===== src/rtl/dq_pkg.sv =====
// ----------------------------------------------------------------------------
// dq_pkg
// Shared types and constants for the double-ended queue.
// ----------------------------------------------------------------------------
package dq_pkg;

  localparam int unsigned CAPACITY_DEF = 256;
  localparam int unsigned DATA_W       = 32;

  typedef enum logic [2:0] {
    OP_PUSH_FRONT = 3'd0,
    OP_PUSH_BACK  = 3'd1,
    OP_POP_FRONT  = 3'd2,
    OP_POP_BACK   = 3'd3,
    OP_READ       = 3'd4
  } opcode_e;

  typedef enum logic [1:0] {
    STAT_OK     = 2'd0,
    STAT_EMPTY  = 2'd1,
    STAT_FULL   = 2'd2,
    STAT_NEGIDX = 2'd3
  } status_e;

  typedef enum logic [2:0] {
    ST_IDLE,
    ST_EXEC,
    ST_DIV,
    ST_RD,
    ST_OUT
  } state_e;

endpackage


===== src/rtl/dq_divider.sv =====
// ----------------------------------------------------------------------------
// dq_divider
// Restoring remainder unit: one dividend bit per cycle, remainder of a
// non-negative word by the entry count.
// ----------------------------------------------------------------------------
module dq_divider #(
  parameter int unsigned AddrW = 8,
  parameter int unsigned CntW  = 9
) (
  input  logic                       clk_i,
  input  logic                       rst_ni,
  input  logic                       start_i,
  input  logic [dq_pkg::DATA_W-1:0]  dividend_i,
  input  logic [CntW-1:0]            divisor_i,
  output logic                       done_o,
  output logic [AddrW-1:0]           rem_o
);
  import dq_pkg::*;

  localparam int unsigned IterW = $clog2(DATA_W);
  localparam int unsigned RemW  = AddrW + 1;

  logic              busy_q, busy_d;
  logic              done_q, done_d;
  logic [IterW-1:0]  iter_q, iter_d;
  logic [DATA_W-1:0] dvd_q, dvd_d;
  logic [CntW-1:0]   dvs_q, dvs_d;
  logic [AddrW-1:0]  rem_q, rem_d;
  logic [RemW-1:0]   shifted;
  logic [RemW-1:0]   diff;

  assign shifted = {rem_q, dvd_q[DATA_W-1]};
  assign diff    = shifted - RemW'(dvs_q);

  always_comb begin
    busy_d = busy_q;
    done_d = 1'b0;
    iter_d = iter_q;
    dvd_d  = dvd_q;
    dvs_d  = dvs_q;
    rem_d  = rem_q;
    if (start_i) begin
      busy_d = 1'b1;
      iter_d = '0;
      dvd_d  = dividend_i;
      dvs_d  = divisor_i;
      rem_d  = '0;
    end else if (busy_q) begin
      // remainder stays below the divisor, so it fits the address width
      if (shifted >= RemW'(dvs_q)) begin
        rem_d = diff[AddrW-1:0];
      end else begin
        rem_d = shifted[AddrW-1:0];
      end
      dvd_d  = {dvd_q[DATA_W-2:0], 1'b0};
      iter_d = iter_q + 1'b1;
      if (iter_q == IterW'(DATA_W - 1)) begin
        busy_d = 1'b0;
        done_d = 1'b1;
      end
    end
  end

  always_ff @(posedge clk_i or negedge rst_ni) begin
    if (!rst_ni) begin
      busy_q <= 1'b0;
      done_q <= 1'b0;
      iter_q <= '0;
    end else begin
      busy_q <= busy_d;
      done_q <= done_d;
      iter_q <= iter_d;
    end
  end

  always_ff @(posedge clk_i) begin
    dvd_q <= dvd_d;
    dvs_q <= dvs_d;
    rem_q <= rem_d;
  end

  assign done_o = done_q;
  assign rem_o  = rem_q;

endmodule


===== config.mk =====
export PLATFORM = sky130hd
export DESIGN_NAME = dq_divider
export DESIGN_NICKNAME = d
export VERILOG_FILES = /design/src/rtl/dq_pkg.sv /design/src/rtl/dq_divider.sv
export SDC_FILE = /design/constraint.sdc
export NUM_CORES = 1
export LEC_CHECK = 0
export ABC_AREA = 0
export BUFFER_PORTS_ARGS = -buffer_cell sky130_fd_sc_hd__clkbuf_2
export CORE_UTILIZATION = 55
export CTS_BUF_LIST = sky130_fd_sc_hd__clkbuf_16
export DETAILED_ROUTE_END_ITERATION = 8
export PLACE_DENSITY = 0.79
export SLEW_MARGIN = 0
export SYNTH_ARGS = -nofsm -noshare
export SYNTH_HDL_FRONTEND = slang
export SYNTH_SLANG_ARGS = --single-unit

===== constraint.sdc =====
create_clock -name clk_i -period 3 [get_ports clk_i]
set_clock_uncertainty 0.1 [all_clocks]
set_input_delay 0 -clock clk_i [delete_from_list [all_inputs] [get_ports clk_i]]
set_output_delay 0 -clock clk_i [all_outputs]
set_load 0.05 [all_outputs]

==> impl_metrics.py <==
metrics = {
    "finish": {
        "post-route-util": 0.7726,
        "final_cells": 379,
        "fillCellCount": 310,
        "antennaDiodeCount": 0,
        "drive_gt1_frac": 0.3205,
        "nets": 367,
        "area_growth_syn_to_layout_pct": 33.64,
    },
    "floorplan": {
        "initial_core_util": 0.5782,
        "die-area_um2": 5285,
        "rows": 25,
        "die_x_um": 72.70,
        "ios": 53,
        "die_h_um": 72.70,
        "core_area_um2": 4755,
    },
    "power": {
        "power_density_nw_per_um2": 489.0,
        "leakagePower_uw": 0.001563,
        "peakVddDrop_mv": 0.3842,
        "total_power_uw": 1796,
    },
    "place": {
        "place_hpwl_mm": 3.648,
        "gp_congestion": 0.8763,
        "port_buffers": 52,
        "dp_cells": 328,
    },
    "setup_path": {
        "path_cells": "inv_1, ha_1, fa_1, nand2b_1, a2111o_1, o311ai_1, nand3_1, a311oi_1",
        "path_delay_family": "compound AO/OA/AOI/OAI gates",
        "worstPathMaxFanout": 4,
        "r2r_end": "rem_o[6]",
        "required_ns": 3.10,
        "cp-start-kind": "flip-flop",
        "regToRegSetupSlack_ns": 0.68,
        "slowest_stage": "a2111o_1",
        "worstRegToRegCells": 8,
        "path_buf_inv": 1,
        "max_stage_delay_ns": 0.39,
        "endpoint_kind": "flip-flop",
        "critical_path_arrival_ns": 2.42,
        "criticalPathCategory": "reg -> reg",
        "regToRegStartpoint": "dvd_q[31]",
    },
    "hold_path": {
        "holdCritPathClass": "in -> reg",
        "hold_end": "iter_q[0]",
        "hold_start": "start_i",
        "worstHoldPathCells": 2,
    },
    "clocking": {
        "cts_max_level": 2,
        "cts_resized": 0,
        "clock-sinks": 56,
        "cts.path.max_buffers": 2,
        "cts_tree": "yes",
        "clock_latency_ns": 0.29,
        "cts_buffers": 5,
        "post-cts-setup-buffer-count": 0,
        "root_buffer": "clkbuf_16",
        "clkTransAtPathRegs_ns": 0.08,
    },
    "sta": {
        "slew_viol_final": 0,
        "fmax_mhz": 431.3,
        "period_share": 0.7729,
        "final.min_clock_period_ns": 2.319,
        "setup_tns_ns": 0,
        "hold_viol_final": 0,
        "setup-violations-final": 0,
        "rsz0062_at_grt": "no",
        "slew_headroom": 0.5662,
        "worstMarginPinSlew_ns": 0.6507,
    },
    "synthesis": {
        "yosysSeqAreaShare": 0.5699,
        "synth_common_cells": "41 x edfxtp_1, 31 x mux2_2, 15 x nor2_1",
        "synth_flop_cell": "edfxtp_1",
        "synth.area.top_cells": "edfxtp_1 45%, mux2_2 13%, dfrtp_1 6.4%",
        "yosys.area.top_type": "edfxtp_1",
        "synth-seq-cells": 56,
        "ys.warnings.count": 0,
        "yosysUniqueCellTypes": 46,
        "synthArstFlopShare": 0.1250,
        "synth-edff-count": 41,
        "syn_inst": 212,
        "syn_nets": 268,
        "mappedNetlistArea_um2": 2749,
        "synth_top_area_share": 0.4479,
        "synth.most_common_cell": "edfxtp_1",
        "synth_area_per_cell_um2": 12.97,
    },
    "routing": {
        "drc": 0,
        "wl_mm": 6.315,
        "num_vias": 2071,
        "ant_nets": 0,
        "via_per_inst": 5.464,
        "wl_per_cell_um": 16.66,
        "first_pass_iters": 4,
        "drt_iter0_drc": 189,
    },
    "global_routing": {
        "grt-ovfl-total": 0,
        "grt_pass1_vias": 2143,
        "antenna_found_initial": 0,
        "grt_pass1_wl_mm": 9.846,
        "grt_usage": 0.2528,
        "grt_max_degree": 33,
    },
    "outcome": {
        "status": "finished, final reports clean",
    },
    "job": {
        "drv_cap": 0,
    },
}
[worst max path at each step]
stage	from	end	slack (ns)	cells after the start
floorplan	rem_o[0]	rem_o[6]	0.62	7
global placement	dvd_q[31]	rem_o[6]	0.85	8
detailed placement	dvd_q[31]	rem_o[6]	0.78	8
CTS	dvd_q[31]	rem_o[6]	0.68	8
global route	dvd_q[31]	rem_o[6]	0.62	8
finish	dvd_q[31]	rem_o[6]	0.68	8
[cells by family after synthesis]
group                    count (synthesis)  share of synthesized area
buffers and inverters                   22                    0.03095
XOR/XNOR                                 5                    0.01593
multiplexers                            33                     0.1343
adder cells (fa/ha/maj)                 12                    0.05735
flip-flops                              56                     0.5699
AND/OR/NAND/NOR                         48                    0.08740
AO/OA/AOI/OAI                           36                     0.1042
[power by group]
| part | internal, µW | switching [µW] | leakage [µW] | total (µW) |
|---|---|---|---|---|
| logic | 146 | 137 | 0.000912 | 282 |
| clock network | 311 | 276 | 0.0000660 | 587 |
| registers | 900 | 27.4 | 0.000585 | 927 |
[what timing repair did]
action | CTS | global route
endpoints found under the hold margin | 48 | 0
setup endpoints to repair | 0 | 0
hold buffers | 43 | 0
[cell type report]
type	count	area, µm²	area share
Sequential cell	56	1567	0.4264
Multi-Input combinational cell	134	1097	0.2987
Timing Repair Buffer	99	720.7	0.1962
Clock buffer	5	125.1	0.03406
Tap cell	67	83.83	0.02282
Inverter	15	56.30	0.01533
Clock inverter	3	23.77	0.006471
[cells in the final DEF, fill, tap and decap left out, drive strengths merged, types with 2 or more instances in the layout]
cell type and instances:
clkbuf 57, dlygate4sd3 43, edfxtp 41, mux2 31
nor2 16, inv 14, ha 11, dfxtp 8
o21ai 8, nand2 7, a21oi 7, dfrtp 7
nand4 6, nand2b 5, nand3 5, a311oi 4
buf 4, o311ai 3, xor2 3, and3 2
and2 2, xnor2 2, o311a 2, mux2i 2
clkinvlp 2, clkinv 2, o2111ai 2
[state kept, by name, summed over array words and instances (netlist names)]
name and cells:
busy_q 1, dvd_q 32, iter_q 5, rem_o 8
dvs_q 9, done_o 1
[stage by stage]
stage,hold slack [ns],setup WS (ns),cell area (µm²)
6_report,0.2289,0.6813,3674
3_5_place_dp,-0.2571,0.7779,3094
2_1_floorplan,-0.3956,0.6237,2749
5_1_grt,0.2724,0.6201,3674
3_3_place_gp,-0.2561,0.8481,3094
4_1_cts,0.2247,0.6815,3674
[routing by layer]
layer,GRT usage,share of wire,wire [µm],vias to the layer above
li1,-,-,-,1001
met1,0.3031,0.41,2614,1016
met2,0.4569,0.54,3421,45
met3,0.05525,0.034,214,9
met4,0.07190,0.010,64,0
met5,0,0,0,-
Note: power is estimated with default switching activity, not from simulation.
